--- src/hw/rtl/cpbp_pkg.sv ---
package cpbp_pkg;

  // Widest element word the block handles.
  localparam int unsigned MaxWordBits = 32;

  // Result queue depth; an item may produce two results.
  localparam int unsigned FifoDepth = 4;

  // Input item kinds carried on the slave-side tuser.
  typedef enum logic {
    OpAnalyze = 1'b0,
    OpPack    = 1'b1
  } op_e;

  // Configured element widths.
  typedef enum logic [1:0] {
    Width8  = 2'd0,
    Width16 = 2'd1,
    Width32 = 2'd2
  } width_mode_e;

  // Result word kinds carried on the master-side tuser.
  typedef enum logic [1:0] {
    KindCount   = 2'd0,
    KindCommon  = 2'd1,
    KindPayload = 2'd2
  } kind_e;

  typedef struct packed {
    logic [31:0] word;
    kind_e       kind;
    logic        last;
  } result_t;

  // Results produced by one item; a single result always sits in first.
  typedef struct packed {
    logic [1:0] count;
    result_t    first;
    result_t    second;
  } emit_t;

  // Element width in bits for a width mode; undefined codes act as 32 bits.
  function automatic logic [5:0] word_bits(input logic [1:0] mode);
    logic [5:0] w;
    case (mode)
      Width8:  w = 6'd8;
      Width16: w = 6'd16;
      default: w = 6'd32;
    endcase
    if (w > 6'(MaxWordBits)) begin
      w = 6'(MaxWordBits);
    end
    return w;
  endfunction

  // Mask of the n low bits; 32 or more gives all ones.
  function automatic logic [31:0] low_mask(input logic [5:0] n);
    logic [31:0] m;
    if (n >= 6'd32) begin
      m = '1;
    end else begin
      m = (32'd1 << n) - 32'd1;
    end
    return m;
  endfunction

endpackage

--- src/hw/rtl/cpbp_core.sv ---
module cpbp_core (
  input  logic                clk_i,
  input  logic                rst_ni,
  input  logic                cfg_wen_i,
  input  logic [1:0]          cfg_wdata_i,
  input  logic                item_valid_i,
  input  logic                opcode_i,
  input  logic [31:0]         value_i,
  input  logic                last_i,
  output cpbp_pkg::emit_t     emit_o
);
  import cpbp_pkg::*;

  logic [1:0]  mode_q;
  logic [31:0] and_q, and_d;
  logic [31:0] or_q, or_d;
  logic        seen_q, seen_d;
  logic [5:0]  ubc_q, ubc_d;
  logic [31:0] acc_q, acc_d;
  logic [5:0]  fr_q, fr_d;

  logic [5:0]  w;
  logic [31:0] wmask;
  logic [31:0] v;
  logic [31:0] diff;
  logic [5:0]  nb_an;
  logic [5:0]  nb;
  logic [5:0]  fr;
  logic [5:0]  s;
  logic [31:0] vv;
  logic [31:0] acc;
  result_t     res;

  // Width register; the user must write it only while the block is idle, as the block does not enforce it.
  always_ff @(posedge clk_i or negedge rst_ni) begin
    if (!rst_ni) begin
      mode_q <= Width32;
    end else if (cfg_wen_i) begin
      mode_q <= cfg_wdata_i;
    end
  end

  assign w     = word_bits(mode_q);
  assign wmask = low_mask(w);
  assign v     = value_i & wmask;

  // Bits that differ among the values; the unique count is the top one's position.
  always_comb begin
    diff  = (and_d ^ or_d) & wmask;
    nb_an = '0;
    for (int i = 0; i < 32; i++) begin
      if (diff[i]) begin
        nb_an = 6'(i + 1);
      end
    end
  end

  // One item's full update: analyze fold and headers, or pack and split.
  always_comb begin
    and_d  = and_q;
    or_d   = or_q;
    seen_d = seen_q;
    ubc_d  = ubc_q;
    acc_d  = acc_q;
    fr_d   = fr_q;
    emit_o = '0;
    nb     = (ubc_q > w) ? w : ubc_q;
    fr     = (fr_q == 6'd0 || fr_q > w) ? w : fr_q;
    s      = nb - fr;
    vv     = v & low_mask(nb);
    acc    = acc_q & wmask;
    res    = '0;

    if (item_valid_i && opcode_i == OpAnalyze) begin
      if (!seen_q) begin
        and_d = v;
        or_d  = v;
      end else begin
        and_d = and_q & v;
        or_d  = or_q | v;
      end
      seen_d = 1'b1;
      if (last_i) begin
        emit_o.count        = 2'd2;
        emit_o.first.word   = 32'(nb_an);
        emit_o.first.kind   = KindCount;
        emit_o.first.last   = 1'b0;
        emit_o.second.word  = and_d & wmask & ~low_mask(nb_an);
        emit_o.second.kind  = KindCommon;
        emit_o.second.last  = (nb_an == 6'd0);
        ubc_d  = nb_an;
        seen_d = 1'b0;
        acc_d  = '0;
        fr_d   = w;
      end
    end else if (item_valid_i && nb != 6'd0) begin
      if (nb <= fr) begin
        // Value fits in the current word.
        acc = acc | ((vv << (fr - nb)) & wmask);
        fr  = fr - nb;
        if (fr == 6'd0) begin
          res.word     = acc;
          res.kind     = KindPayload;
          res.last     = last_i;
          emit_o.count = 2'd1;
          emit_o.first = res;
          acc          = '0;
          fr           = w;
        end
      end else begin
        // Value straddles the word boundary: close this word, carry the rest.
        res.word     = acc | (vv >> s);
        res.kind     = KindPayload;
        res.last     = 1'b0;
        emit_o.count = 2'd1;
        emit_o.first = res;
        acc          = (vv << (w - s)) & wmask;
        fr           = w - s;
      end
      // Flush a partly filled word at the end of the pass.
      if (last_i && fr < w) begin
        res.word = acc;
        res.kind = KindPayload;
        res.last = 1'b1;
        if (emit_o.count == 2'd0) begin
          emit_o.first = res;
          emit_o.count = 2'd1;
        end else begin
          emit_o.second = res;
          emit_o.count  = 2'd2;
        end
        acc = '0;
        fr  = w;
      end
      acc_d = acc;
      fr_d  = fr;
    end
  end

  // Encoder state.
  always_ff @(posedge clk_i or negedge rst_ni) begin
    if (!rst_ni) begin
      and_q  <= '0;
      or_q   <= '0;
      seen_q <= 1'b0;
      ubc_q  <= '0;
      acc_q  <= '0;
      fr_q   <= 6'(MaxWordBits);
    end else begin
      and_q  <= and_d;
      or_q   <= or_d;
      seen_q <= seen_d;
      ubc_q  <= ubc_d;
      acc_q  <= acc_d;
      fr_q   <= fr_d;
    end
  end

endmodule

--- src/hw/rtl/cpbp_fifo.sv ---
module cpbp_fifo (
  input  logic              clk_i,
  input  logic              rst_ni,
  input  cpbp_pkg::emit_t   emit_i,
  output logic              room_o,
  output logic              out_valid_o,
  input  logic              out_ready_i,
  output cpbp_pkg::result_t out_o
);
  import cpbp_pkg::*;

  localparam int unsigned PtrW = $clog2(FifoDepth);
  localparam int unsigned CntW = PtrW + 1;

  result_t         mem [FifoDepth];
  logic [PtrW-1:0] wr_q, wr_d;
  logic [PtrW-1:0] rd_q, rd_d;
  logic [CntW-1:0] cnt_q, cnt_d;
  logic            pop;

  assign pop         = out_valid_o && out_ready_i;
  assign out_valid_o = (cnt_q != '0);
  assign out_o       = mem[rd_q];
  // Room for the two results one item may produce.
  assign room_o      = (cnt_q <= CntW'(FifoDepth - 2));

  assign wr_d  = wr_q + PtrW'(emit_i.count);
  assign rd_d  = rd_q + PtrW'(pop);
  assign cnt_d = cnt_q + CntW'(emit_i.count) - CntW'(pop);

  // Result storage, written with up to two entries per cycle.
  always_ff @(posedge clk_i) begin
    if (emit_i.count != 2'd0) begin
      mem[wr_q] <= emit_i.first;
    end
    if (emit_i.count == 2'd2) begin
      mem[wr_q + PtrW'(1)] <= emit_i.second;
    end
  end

  // Queue pointers and fill level.
  always_ff @(posedge clk_i or negedge rst_ni) begin
    if (!rst_ni) begin
      wr_q  <= '0;
      rd_q  <= '0;
      cnt_q <= '0;
    end else begin
      wr_q  <= wr_d;
      rd_q  <= rd_d;
      cnt_q <= cnt_d;
    end
  end

endmodule

--- src/hw/rtl/common_prefix_bit_packer_top.sv ---
// Common-prefix bit packer. Send the array once with tuser=0 (analyze) and tlast on its
// final value: the block returns two header words, the count of unique low bits and the
// shared prefix value. Send the same values again with tuser=1 (pack): the unique bits
// come out packed MSB-first into words of the configured width (8, 16 or 32 bits), the
// last partial word zero-padded, tlast on the final word. Each item is processed in the
// cycle it is accepted and its results are written into the result queue; an item is taken
// every cycle while the four-entry result queue has room for two results, so the sustained
// rate is one item per cycle, bounded by m_axis_tready_i and the one-word-per-cycle output
// port when an item yields two words (the headers, or a split value ending the pack pass).
// Write the width register only while no transfer is in flight.
module common_prefix_bit_packer_top (
  input  logic        clk_i,
  input  logic        rst_ni,
  input  logic        cfg_wen_i,
  input  logic [1:0]  cfg_wdata_i,    // width_mode
  input  logic        s_axis_tvalid_i,
  output logic        s_axis_tready_o,
  input  logic [31:0] s_axis_tdata_i, // [31:0] value
  input  logic        s_axis_tlast_i, // last_of_pass
  input  logic [0:0]  s_axis_tuser_i, // [0] opcode
  output logic        m_axis_tvalid_o,
  input  logic        m_axis_tready_i,
  output logic [31:0] m_axis_tdata_o, // [31:0] word
  output logic        m_axis_tlast_o, // last
  output logic [1:0]  m_axis_tuser_o  // [1:0] kind
);
  import cpbp_pkg::*;

  emit_t   emit;
  result_t res;
  logic    accept;

  assign accept = s_axis_tvalid_i && s_axis_tready_o;

  // Encoder: state update and results for each accepted transfer.
  cpbp_core u_core (
    .clk_i        (clk_i),
    .rst_ni       (rst_ni),
    .cfg_wen_i    (cfg_wen_i),
    .cfg_wdata_i  (cfg_wdata_i),
    .item_valid_i (accept),
    .opcode_i     (s_axis_tuser_i[0]),
    .value_i      (s_axis_tdata_i),
    .last_i       (s_axis_tlast_i),
    .emit_o       (emit)
  );

  // Result queue decouples the output side from the input side.
  cpbp_fifo u_fifo (
    .clk_i       (clk_i),
    .rst_ni      (rst_ni),
    .emit_i      (emit),
    .room_o      (s_axis_tready_o),
    .out_valid_o (m_axis_tvalid_o),
    .out_ready_i (m_axis_tready_i),
    .out_o       (res)
  );

  assign m_axis_tdata_o = res.word;
  assign m_axis_tuser_o = res.kind;
  assign m_axis_tlast_o = res.last;

endmodule
--- config.mk ---
export PLATFORM = sky130hd
export DESIGN_NAME = common_prefix_bit_packer_top
export DESIGN_NICKNAME = d
export VERILOG_FILES = /design/src/hw/rtl/cpbp_pkg.sv /design/src/hw/rtl/cpbp_core.sv /design/src/hw/rtl/cpbp_fifo.sv /design/src/hw/rtl/common_prefix_bit_packer_top.sv
export SDC_FILE = /design/constraint.sdc
export NUM_CORES = 1
export LEC_CHECK = 0
export BUFFER_PORTS_ARGS = -buffer_cell sky130_fd_sc_hd__clkbuf_2
export CELL_PAD_IN_SITES_DETAIL_PLACEMENT = 0
export CELL_PAD_IN_SITES_GLOBAL_PLACEMENT = 2
export CORE_MARGIN = 1.5
export CORE_UTILIZATION = 35
export DETAILED_ROUTE_END_ITERATION = 16
export PLACE_DENSITY = 0.73
export SLEW_MARGIN = 20
export SYNTH_ARGS = -nofsm -noshare
export SYNTH_HDL_FRONTEND = slang
export SYNTH_HIERARCHICAL = 1
export SYNTH_SLANG_ARGS = --single-unit
export TNS_END_PERCENT = 1
--- constraint.sdc ---
create_clock -name clk_i -period 15.2 [get_ports clk_i]
set_clock_uncertainty 0.2 [all_clocks]
set_input_delay 3.04 -clock clk_i [delete_from_list [all_inputs] [get_ports clk_i]]
set_output_delay 3.04 -clock clk_i [all_outputs]
set_load 0.05 [all_outputs]
---- Word level (Yosys, flattened, before mapping) ----
Memory sizes are Yosys's and may differ from the RTL's.
Index checks and enable logic that the tools add are counted.
operators by class
  mux-type cells .......................... 76
  add/sub/neg operators ................... 11
  bitwise operators ....................... 15
  shift-type cells ........................ 6
  reduce and logical (&&, ||, !) cells .... 17
  order comparisons ....................... 9
  eq/ne operators ......................... 3
operator list
  kind                     count
  $mux W32                 16
  $and A32 B32 Y32         9
  $mux W72                 4
  $or A32 B32 Y32          3
  $shl A1 B6 Y32 const A   3
  $sub A32 B1 Y32 const B  3
  $mux W5                  16
  $mux W37                 2
  $mux W36                 2
  $mux W6                  12
  $mux W35                 2
  $shl A32 B6 Y32          2
  $mux W4                  8
  $not A32 Y32             1
  $shr A32 B6 Y32          1
  $xor A32 B32 Y32         1
  $ge A6 B6 Y1 const B     3
  $logic_not A6 Y1         3
  $sub A6 B6 Y6            3
  $gt A6 B6 Y1             2
  $mux W3                  4
  $pmux W6 S2              1
  $gt A6 B6 Y1 const B     1
  $le A6 B6 Y1             1
  other kinds (20)         34
word-level totals
  bits of input ports ..................... 41
  memories ................................ 1
  register bits after elaboration ......... 118
  bits in writable memories ............... 140
  word-level logic and storage cells ...... 148
  output and inout bits ................... 37
memory list
  name        depth  bits a word  rd ports  clocked after Yosys merged registers in  wr ports  RTL line         source
  u_fifo.mem  4      35           1         0                                        2         cpbp_fifo.sv:15  result_t mem [FifoDepth];

---- Depth between registers and ports, before layout ----
Gate-level depths: netlist of the first run.
  word-level depth ........................ 58
  depth in mapped cells ................... 46

---- By module ----
Netlist of the first run, hierarchy kept.
modules (own cells, without submodules)
  module                        area each (um^2)  cells each  times used
  cpbp_core                     14589.0           2044        1
  cpbp_fifo                     7312.0            379         1
  common_prefix_bit_packer_top  6.3               1           1

---- Worst setup path before layout of the first run ----
No wires, ideal clock.
  path kind ............................... reg2reg
  start point ............................. register u_core.mode_q[1]
  end point ............................... memory u_fifo/mem[0][0] in the netlist's numbering (enable)
  buffers on the path ..................... 13
  stages on the path, launching flop included .. 43
  library setup time ...................... 550 ps
  slack ................................... 2068 ps
  arrival time ............................ 12382 ps
  period minus slack after synthesis ...... 13132 ps
  cells stage by stage .................... dfstp_2 -> or2_2 -> clkbuf_1 -> clkbuf_1 -> buf_1 -> clkbuf_1 -> buf_1 -> ha_1 -> clkbuf_1 -> buf_2 -> inv_1 -> ha_1 -> o21a_1 -> buf_4 -> o21ai_2 -> clkbuf_1 -> nand2_1 -> a21boi_0 -> (+7 left out) -> a31o_2 -> a21oi_1 -> xnor2_1 -> and2_1 -> o21ai_0 -> nand2_1 -> ha_1 -> nand2_1 -> o21ai_0 -> a41oi_1 -> nand3b_1 -> inv_2 -> ha_1 -> and2_1 -> or2_2 -> buf_2 -> inv_1 -> o311ai_0
RTL lines
  item                      RTL line         source
  start: declaration        cpbp_core.sv:14  logic [1:0] mode_q;
  start signal: assignment  cpbp_core.sv:37  mode_q <= Width32;
  start signal: assignment  cpbp_core.sv:39  mode_q <= cfg_wdata_i;
  end: declaration          cpbp_fifo.sv:15

==> flow_summary.json, run 1 <==
{
  "outcome": "finished clean",
  "synthesis.instances": 2424,
  "drt.antenna.violating_nets": 0,
  "holdPathEnd": "u_fifo/rd_q[0]$_DFF_PN0_",
  "cells_on_worst_reg2reg_path": 33,
  "worstMarginPinSlew_ns": 1.27,
  "post-synth-top-area-cell": "edfxtp_1",
  "finalSetupTns_ns": 0,
  "antenna_violations_before_repair": 1,
  "htree_levels": 1,
  "ys_dominant_reg_cell": "edfxtp_1",
  "worst_hold_path.num_cells": 1,
  "critical_path.most_common_cell": "ha_1",
  "first_global_vias": 20431,
  "grt_setup_unrepaired": "false",
  "cp.buffers_inverters": 6,
  "clock_sink_count": 258,
  "cts_hold_repair.buffers": 0,
  "layout-drive-gt1-share_pct": 20.3,
  "tritoncts.num_buffers": 31,
  "fin_crit_sh_pct": 72.2,
  "post_cts_resize_count": 0,
  "grt_overflow": 0,
  "synth.lib_cells_used.distinct": 115,
  "maxSlewHeadroom_pct": 14.8,
  "min_path_type": "flop to flop",
  "detail_route.first_pass.iterations": 6,
  "ys_seq_area_share_pct": 32.7,
  "syn-num-nets": 2498,
  "timing.critical_path.required_ns": 15.21,
  "via_per_inst": 6.56,
  "wl_um": 110000,
  "placement.io_buffers": 77,
  "route.detailed.wl_per_inst_um": 33.5,
  "coreArea_mm2": 0.0618,
  "detailroute.via_count": 21598,
  "r2r_setup_slack_ns": 4.23,
  "crit_path_max_fanout": 41,
  "remaining_drc_errors": 0,
  "cp-end-kind": "flop",
  "setup_violations": 0,
  "fp.dieH_um": 253,
  "synth-warning-count": 6,
  "floorplan.die.width_um": 253,
  "origin_of_the_worst_min_delay_path": "u_fifo/rd_q[0]$_DFF_PN0_",
  "cts_max_path_buffers": 3,
  "drv_slew": 0,
  "synth.area.top_cells": "edfxtp_1, dfrtp_1, mux2_2, mux4_2, nand2_1",
  "layout_common_cells": "nand2_1, nor2_1, a21oi_1, o21ai_0, edfxtp_1",
  "timing.rr.end": "u_fifo/mem[2][5]$_DFFE_PP_",
  "areaGrowthSynthToFinish_pct": 10.6,
  "gpl_wtd_cong": 0.962,
  "initial_core_util_pct": 35.4,
  "worst-endpoint-arrival_ns": 10.98,
  "worst_path_dominant_cell_family": "simple AND/OR/NAND/NOR gates",
  "number_of_register_bits_inferred_by_synthesis": 258,
  "place.detailed.hpwl_um": 83700,
  "ioPinCount": 78,
  "placement_rows": 91,
  "synth-async-reset-ratio_pct": 45.7,
  "count_of_flip_flops_with_a_built_in_enable_after_synthesis": 140,
  "num-fill-cells": 6263,
  "maxCapViolations": 0,
  "cts_root_buffer": "clkbuf_16",
  "hold_viol": 0,
  "fin_nets": 2503,
  "critical_path_class": "flop to flop",
  "syn_area_mm2": 0.0219,
  "timing.critical_path.slowest_stage_cell": "a311o_2",
  "crit_start_category": "flop",
  "synthesis.area_per_instance_um2": 9.04,
  "design.die.area_mm2": 0.0641,
  "grt_max_degree": 78,
  "wire_length_of_the_first_global_routing_pass_um": 155000,
  "max_stage_delay_ns": 0.87,
  "final_common_cell": "nand2_1",
  "fin_crit_ns": 10.97,
  "achievable-frequency_mhz": 91.2,
  "final-seq-area_mm2": 0.00716,
  "worst_r2r_startpoint": "u_core/mode_q[1]$_DFFE_PN1P_",
  "synth_top_area_share_pct": 19.2,
  "post-cts-setup-buffers": 0,
  "tritoncts": "yes",
  "clk_pin_slew_worst_paths_ns": 0.06,
  "multi_input_comb_area_mm2": 0.0138,
  "grt_use_total_pct": 33.7,
  "drtIter0Drc": 2809,
  "clock_insertion_delay_worst_skew_ns": 0.62
}
[per-layer routing]
metal / vias up / GRT usage, % / part of all wire (%)
li1: 9312 / - / -
met1: 10833 / 47.5 / 43
met2: 1266 / 51.2 / 44
met3: 187 / 5.98 / 9.0
met4: 0 / 12.6 / 4.2
met5: - / 0 / 0
[cell usage after synthesis (all sizes together) (41+ instances only)]
| cell | number |
|---|---|
| edfxtp | 140 |
| a31oi | 45 |
| nor2 | 198 |
| clkbuf | 114 |
| nor3 | 60 |
| o21ai | 170 |
| mux2 | 167 |
| dfrtp | 116 |
| nand3 | 61 |
| o22ai | 42 |
| mux2i | 46 |
| a21oi | 163 |
| nand2 | 225 |
| inv | 75 |
| buf | 61 |
| mux4 | 41 |
[logic make-up (layout without fill, tap and decap cells)]
kind of cell	after synthesis	in the layout	synth area share, %
adder cells (fa/ha/maj)	33	33	1.99
XOR/XNOR	63	63	2.52
multiplexers	254	254	15.4
other	1	2	0.0171
AND/OR/NAND/NOR	754	754	16.6
flip-flops	258	258	32.7
buffers and inverters	254	282	4.95
AO/OA/AOI/OAI	807	807	25.8
[metrics by stage]
stage	hold WS [ns]	std cells	util [%]	cell area [um2]	worst slack, ns
6_report	0.277	3290	39.2	24200	4.23
5_1_grt	0.292	3289	39.2	24200	3.66
4_1_cts	0.281	3289	39.2	24200	4.41
3_5_place_dp	0.274	3233	37.6	23300	4.46
3_3_place_gp	0.267	3233	37.6	23300	4.63
2_1_floorplan	0.248	2424	-	21900	2.07
[worst max path at each step]
stage                            startpoint  cells after the start                     endpoint  slack [ns]
2_1_floorplan  u_core/mode_q[1]$_DFFE_PN1P_                     42   u_fifo/mem[0][0]$_DFFE_PP_        2.07
3_3_place_gp   u_core/mode_q[1]$_DFFE_PN1P_                     33   u_fifo/mem[2][7]$_DFFE_PP_        4.63
3_5_place_dp   u_core/mode_q[1]$_DFFE_PN1P_                     33  u_fifo/mem[2][12]$_DFFE_PP_        4.46
4_1_cts        u_core/mode_q[1]$_DFFE_PN1P_                     33   u_fifo/mem[2][5]$_DFFE_PP_        4.41
5_1_grt        u_core/mode_q[1]$_DFFE_PN1P_                     33   u_fifo/mem[2][5]$_DFFE_PP_        3.66
6_report       u_core/mode_q[1]$_DFFE_PN1P_                     33   u_fifo/mem[2][5]$_DFFE_PP_        4.23
[flip-flops by register name (all words and copies together), names as in the netlist, 3 cells and up]
register      count
u_core/acc_q     32
u_core/fr_q       6
u_core/or_q      32
u_core/and_q     32
u_fifo/cnt_q      3
u_fifo/mem      140
u_core/ubc_q      6
[worst reg2reg max path, delay by kind of cell, from the launching register on]
family,cells,cell delay [ns]
compound gates,8,2.33
simple gates,11,2.60
buf+inv,6,2.01
flops,1,0.55
fa+ha+maj,6,2.53
xor+xnor,2,0.31
[layout make-up]
type / instances / area share (%)
diodes: 1 / 0.0103
clock buffers: 37 / 3.29
clock inverters: 19 / 0.681
inverters: 79 / 1.22
multi-input cells: 1912 / 57.1
flip-flops and latches: 258 / 29.5
well taps: 837 / 4.32
repair buffers: 147 / 3.80
Power of run 1 is not shown: default switching activity piles up to over one toggle a cycle in this logic, so the estimate is an artifact.
==> inputs of run 2 (changes only) <==
--- a/config.mk
+++ b/config.mk
@@ -11,7 +11,7 @@
 export CORE_MARGIN = 1.5
 export CORE_UTILIZATION = 35
 export DETAILED_ROUTE_END_ITERATION = 16
-export PLACE_DENSITY = 0.73
+export PLACE_DENSITY = 0.76
 export SLEW_MARGIN = 20
 export SYNTH_ARGS = -nofsm -noshare
 export SYNTH_HDL_FRONTEND = slang
==> constraint.sdc (replaced) <==
create_clock -name clk_i -period 9.5 [get_ports clk_i]
set_clock_uncertainty 0.2 [all_clocks]
set_input_delay 1.9 -clock clk_i [delete_from_list [all_inputs] [get_ports clk_i]]
set_output_delay 1.9 -clock clk_i [all_outputs]
set_load 0.05 [all_outputs]
==> run 2 against run 1 <==
  * Non-clock buffer count is 12 higher
  * Wire length fell by 1.8%
  * Utilization grew 0.48 points
  * Cell count rose by 0.46%
  * Critical path type unchanged
==> flow_summary.json, run 2 (synthesized netlist as in run 1, its figures left out) <==
{
  "outcome": "finished clean",
  "drt.antenna.violating_nets": 0,
  "post_cts_resize_count": 0,
  "htree_levels": 2,
  "placement.io_buffers": 77,
  "place.detailed.hpwl_um": 82800,
  "cp-end-kind": "flop",
  "layout-drive-gt1-share_pct": 20.9,
  "gpl_wtd_cong": 1.06,
  "multi_input_comb_area_mm2": 0.0138,
  "clk_pin_slew_worst_paths_ns": 0.06,
  "crit_path_max_fanout": 19,
  "finalSetupTns_ns": 0,
  "clock_sink_count": 258,
  "crit_start_category": "flop",
  "grt_use_total_pct": 33.3,
  "detail_route.first_pass.iterations": 6,
  "final-seq-area_mm2": 0.00716,
  "coreArea_mm2": 0.0618,
  "min_path_type": "flop to flop",
  "drtIter0Drc": 3338,
  "floorplan.die.width_um": 253,
  "fin_ws_ns": 1.14,
  "wire_length_of_the_first_global_routing_pass_um": 153000,
  "final_common_cell": "nand2_1",
  "wl_um": 108000,
  "antenna_diode_count": 0,
  "critical_path_class": "flop to flop",
  "maxCapViolations": 0,
  "hold_viol": 0,
  "first_global_vias": 20485,
  "ioPinCount": 78,
  "fin_crit_ns": 8.36,
  "pre_cts_slack_ns": 0.856,
  "areaGrowthSynthToFinish_pct": 12.0,
  "initial_core_util_pct": 35.4,
  "dp.cells": 3245,
  "grt_overflow": 0,
  "via_per_inst": 6.60,
  "critical_path.most_common_cell": "ha_1",
  "worst-endpoint-arrival_ns": 8.58,
  "maxSlewHeadroom_pct": 14.5,
  "finish.cell_count_without_fillers": 3305,
  "clock_insertion_delay_worst_skew_ns": 0.57,
  "worstMarginPinSlew_ns": 1.27,
  "cts_hold_repair.buffers": 0,
  "max_stage_delay_ns": 0.71,
  "cts_root_buffer": "clkbuf_16",
  "cts_max_path_buffers": 3,
  "tritoncts.num_buffers": 34,
  "remaining_drc_errors": 0,
  "setup_violations": 0,
  "fin_crit_sh_pct": 88.0,
  "timing.critical_path.required_ns": 9.73,
  "detailroute.via_count": 21829,
  "placement_rows": 91,
  "layout_common_cells": "nand2_1, nor2_1, a21oi_1, o21ai_0, edfxtp_1",
  "design.die.area_mm2": 0.0641,
  "post-cts-setup-buffers": 0,
  "timing.critical_path.slowest_stage_cell": "o32ai_1",
  "num-fill-cells": 6204,
  "drv_slew": 0,
  "achievable-frequency_mhz": 120,
  "grt_max_degree": 72,
  "route.detailed.wl_per_inst_um": 32.7,
  "tritoncts": "yes",
  "post_layout_util_pct": 39.7,
  "fp.dieH_um": 253,
  "largest_register_ffs": 140,
  "antenna_violations_before_repair": 5,
  "fin_nets": 2518,
  "grt_setup_unrepaired": "false",
  "max_flop_register": "u_fifo/mem"
}
run 2: changes by cell type in the layout (fill, tap and decap cells not counted), sizes merged:
cell	before	now
clkinvlp	1	2
diode	1	0
clkinv	19	15
bufinv	2	5
buf	71	83
clkbuf	113	117
run 2: metal layers:
metal  up-vias  part of all wire, %  GRT usage, %
li1       9355                    -             -
met3       247                  8.3          4.93
met1     10929                   43          46.5
met5         -                0.012             0
met2      1296                   43          50.2
met4         2                  5.6          16.3
run 2: final timing paths:
path	from	to	slack [ns]	cells after the start
max	u_core/mode_q[1]$_DFFE_PN1P_	u_fifo/mem[0][34]$_DFFE_PP_	1.14	29
min	u_core/or_q[26]$_DFF_PN0_	u_core/or_q[26]$_DFF_PN0_	0.29	2
max reg2reg	u_core/mode_q[1]$_DFFE_PN1P_	u_fifo/mem[0][34]$_DFFE_PP_	1.14	29
min reg2reg	u_core/or_q[26]$_DFF_PN0_	u_core/or_q[26]$_DFF_PN0_	0.29	2
max in group asynchronous	rst_ni	u_fifo/rd_q[0]$_DFF_PN0_	6.62	2
min in group asynchronous	rst_ni	u_core/and_q[0]$_DFF_PN0_	1.19	1
run 2: per-stage QoR:
step           instance area [um2]  hold WS (ns)
3_3_place_gp                 23300         0.266
5_1_grt                      24500         0.315
6_report                     24500         0.289
2_1_floorplan                21900         0.248
4_1_cts                      24500         0.287
3_5_place_dp                 23300         0.274
run 2: cell type report:
| type | count | share of cell area, % |
|---|---|---|
| clock buffers | 41 | 3.70 |
| clock inverters | 19 | 1.14 |
| inverters | 79 | 1.21 |
| multi-input cells | 1912 | 56.4 |
| flip-flops and latches | 258 | 29.2 |
| well taps | 837 | 4.27 |
| repair buffers | 159 | 4.11 |
run 2: critical path, delay by kind of cell, from the launching register on:
kind	cells	cell delay (ns)
mux	1	0.33
flops	1	0.54
fa+ha+maj	5	1.73
xor+xnor	2	0.34
compound gates	9	2.48
simple gates	8	1.96
buf+inv	4	0.63
Power of run 2 is left out for the same reason.
==> inputs of run 3 (changes only) <==
--- a/config.mk
+++ b/config.mk
@@ -8,10 +8,11 @@
 export BUFFER_PORTS_ARGS = -buffer_cell sky130_fd_sc_hd__clkbuf_2
 export CELL_PAD_IN_SITES_DETAIL_PLACEMENT = 0
 export CELL_PAD_IN_SITES_GLOBAL_PLACEMENT = 2
+export CORE_ASPECT_RATIO = 0.7
 export CORE_MARGIN = 1.5
-export CORE_UTILIZATION = 35
+export CORE_UTILIZATION = 37
 export DETAILED_ROUTE_END_ITERATION = 16
-export PLACE_DENSITY = 0.76
+export PLACE_DENSITY = 0.79
 export SLEW_MARGIN = 20
 export SYNTH_ARGS = -nofsm -noshare
 export SYNTH_HDL_FRONTEND = slang
==> run 3 against run 2 <==
  * Cell count shrank 1.1%
  * Register-to-register slack worse by 0.68 ns
  * Global-route usage up 2.7 points
  * Sequential share of layout area rose by 0.25 points
  * Die area down 5.3%
  * Critical path depth did not move
  * Utilization up 2.0 points
  * Critical path type unchanged
  * Largest cell class unchanged
==> flow_summary.json, run 3 (synthesized netlist as in run 1, its figures left out) <==
{
  "finalSetupTns_ns": 0,
  "placement_rows": 74,
  "coreArea_mm2": 0.0584,
  "crit_start": "u_core/mode_q[0]$_DFFE_PN0P_",
  "cts_max_path_buffers": 3,
  "cp-end-kind": "flop",
  "initial_core_util_pct": 37.5,
  "detail_route.first_pass.iterations": 7,
  "grt_use_total_pct": 36.0,
  "timing.rr.end": "u_fifo/mem[2][30]$_DFFE_PP_",
  "post_layout_util_pct": 41.6,
  "grt_max_degree": 74,
  "setup_violations": 0,
  "cp.buffers_inverters": 3,
  "pre_cts_slack_ns": 0.838,
  "layout_common_cells": "nand2_1, nor2_1, a21oi_1, o21ai_0, edfxtp_1",
  "placement.io_buffers": 77,
  "fin_nets": 2519,
  "fin_worst_hold_slack_ns": 0.282,
  "cts_root_buffer": "clkbuf_16",
  "post-cts-setup-buffers": 0,
  "first_global_vias": 20521,
  "cts_hold_repair.buffers": 0,
  "wire_length_of_the_first_global_routing_pass_um": 157000,
  "detailroute.via_count": 22230,
  "max_stage_delay_ns": 0.94,
  "timing.critical_path.required_ns": 9.77,
  "ioPinCount": 78,
  "drtIter0Drc": 3521,
  "largest_register_ffs": 140,
  "grt_setup_unrepaired": "false",
  "maxCapViolations": 0,
  "clock_insertion_delay_worst_skew_ns": 0.61,
  "timing.critical_path.slowest_stage_cell": "nor2_1",
  "gpl_wtd_cong": 1.07,
  "remaining_drc_errors": 0,
  "tritoncts.num_buffers": 29,
  "fp.dieH_um": 207,
  "fin_crit_ns": 9.03,
  "floorplan.die.width_um": 294,
  "clk_pin_slew_worst_paths_ns": 0.07,
  "worst_r2r_startpoint": "u_core/mode_q[0]$_DFFE_PN0P_",
  "worst-endpoint-arrival_ns": 9.31,
  "final_common_cell": "nand2_1",
  "achievable-frequency_mhz": 111,
  "critical_path_class": "flop to flop",
  "fin_ws_ns": 0.466,
  "cells_on_worst_reg2reg_path": 29,
  "crit_start_category": "flop",
  "drv_slew": 0,
  "wl_um": 111000,
  "crit_path_max_fanout": 7,
  "grt_overflow": 0,
  "cp.depth": 29,
  "htree_levels": 1,
  "worst_path_dominant_cell_family": "simple AND/OR/NAND/NOR gates",
  "r2r_setup_slack_ns": 0.47,
  "outcome": "finished clean",
  "place.detailed.hpwl_um": 85600,
  "clock_sink_count": 258,
  "critPathCapture": "u_fifo/mem[2][30]$_DFFE_PP_",
  "via_per_inst": 6.80,
  "post_cts_resize_count": 0,
  "hold_viol": 0,
  "drt.antenna.violating_nets": 0,
  "worstMarginPinSlew_ns": 1.40,
  "tritoncts": "yes",
  "min_path_type": "flop to flop",
  "design.die.area_mm2": 0.0607,
  "areaGrowthSynthToFinish_pct": 11.1,
  "max_flop_register": "u_fifo/mem",
  "maxSlewHeadroom_pct": 5.77,
  "layout-drive-gt1-share_pct": 20.9,
  "fin_crit_sh_pct": 95.1,
  "route.detailed.wl_per_inst_um": 34.1,
  "critical_path.most_common_cell": "ha_1",
  "antenna_violations_before_repair": 8
}
## run 3: cell count changes in the layout (fill, tap and decap cells not counted), sizes merged
cell	change
clkbuf	-10
buf	+5
diode	+4
inv	+3
bufinv	-1
clkdlybuf4s18	+1
## run 3: cell type report
type | instances | area, um2
flip-flops and latches | 258 | 7160
multi-input cells | 1912 | 13800
clock inverters | 21 | 233
diodes | 4 | 10.0
clock buffers | 31 | 733
fillers | 5793 | 34100
well taps | 798 | 998
repair buffers | 165 | 1060
inverters | 79 | 297
## run 3: worst min path at each step
stage	startpoint	to	slack, ns	depth (start not counted)
floorplan	u_core/acc_q[30]$_DFFE_PN0P_	u_core/acc_q[30]$_DFFE_PN0P_	0.25	2
global placement	u_core/or_q[26]$_DFF_PN0_	u_core/or_q[26]$_DFF_PN0_	0.26	2
detailed placement	u_core/or_q[26]$_DFF_PN0_	u_core/or_q[26]$_DFF_PN0_	0.27	2
CTS	u_core/or_q[26]$_DFF_PN0_	u_core/or_q[26]$_DFF_PN0_	0.29	2
global route	u_core/acc_q[30]$_DFFE_PN0P_	u_core/acc_q[30]$_DFFE_PN0P_	0.32	2
finish	u_core/or_q[26]$_DFF_PN0_	u_core/or_q[26]$_DFF_PN0_	0.28	2
## run 3: worst min-delay path, stage by stage (launching register included)
cell and delay, ns:
dfrtp_1 0.32, a2bb2oi_1 0.08, inv_1 0.05
## run 3: metrics by stage
| stage | std cells | instance area, um2 |
|---|---|---|
| after floorplan | 2424 | 21900 |
| after global placement | 3210 | 23300 |
| after detailed placement | 3211 | 23300 |
| after CTS | 3263 | 24300 |
| after global routing | 3265 | 24300 |
| final | 3268 | 24300 |
## run 3: metal layers
| metal | global-route usage (%) | part of all wire, % | vias to the layer above |
|---|---|---|---|
| met4 | 9.52 | 3.2 | 8 |
| met3 | 13.8 | 14 | 228 |
| met2 | 49.7 | 39 | 1514 |
| met5 | 0.944 | 0.19 | - |
| li1 | - | - | 9353 |
| met1 | 51.9 | 44 | 11127 |
Power of run 3 is left out for the same reason.
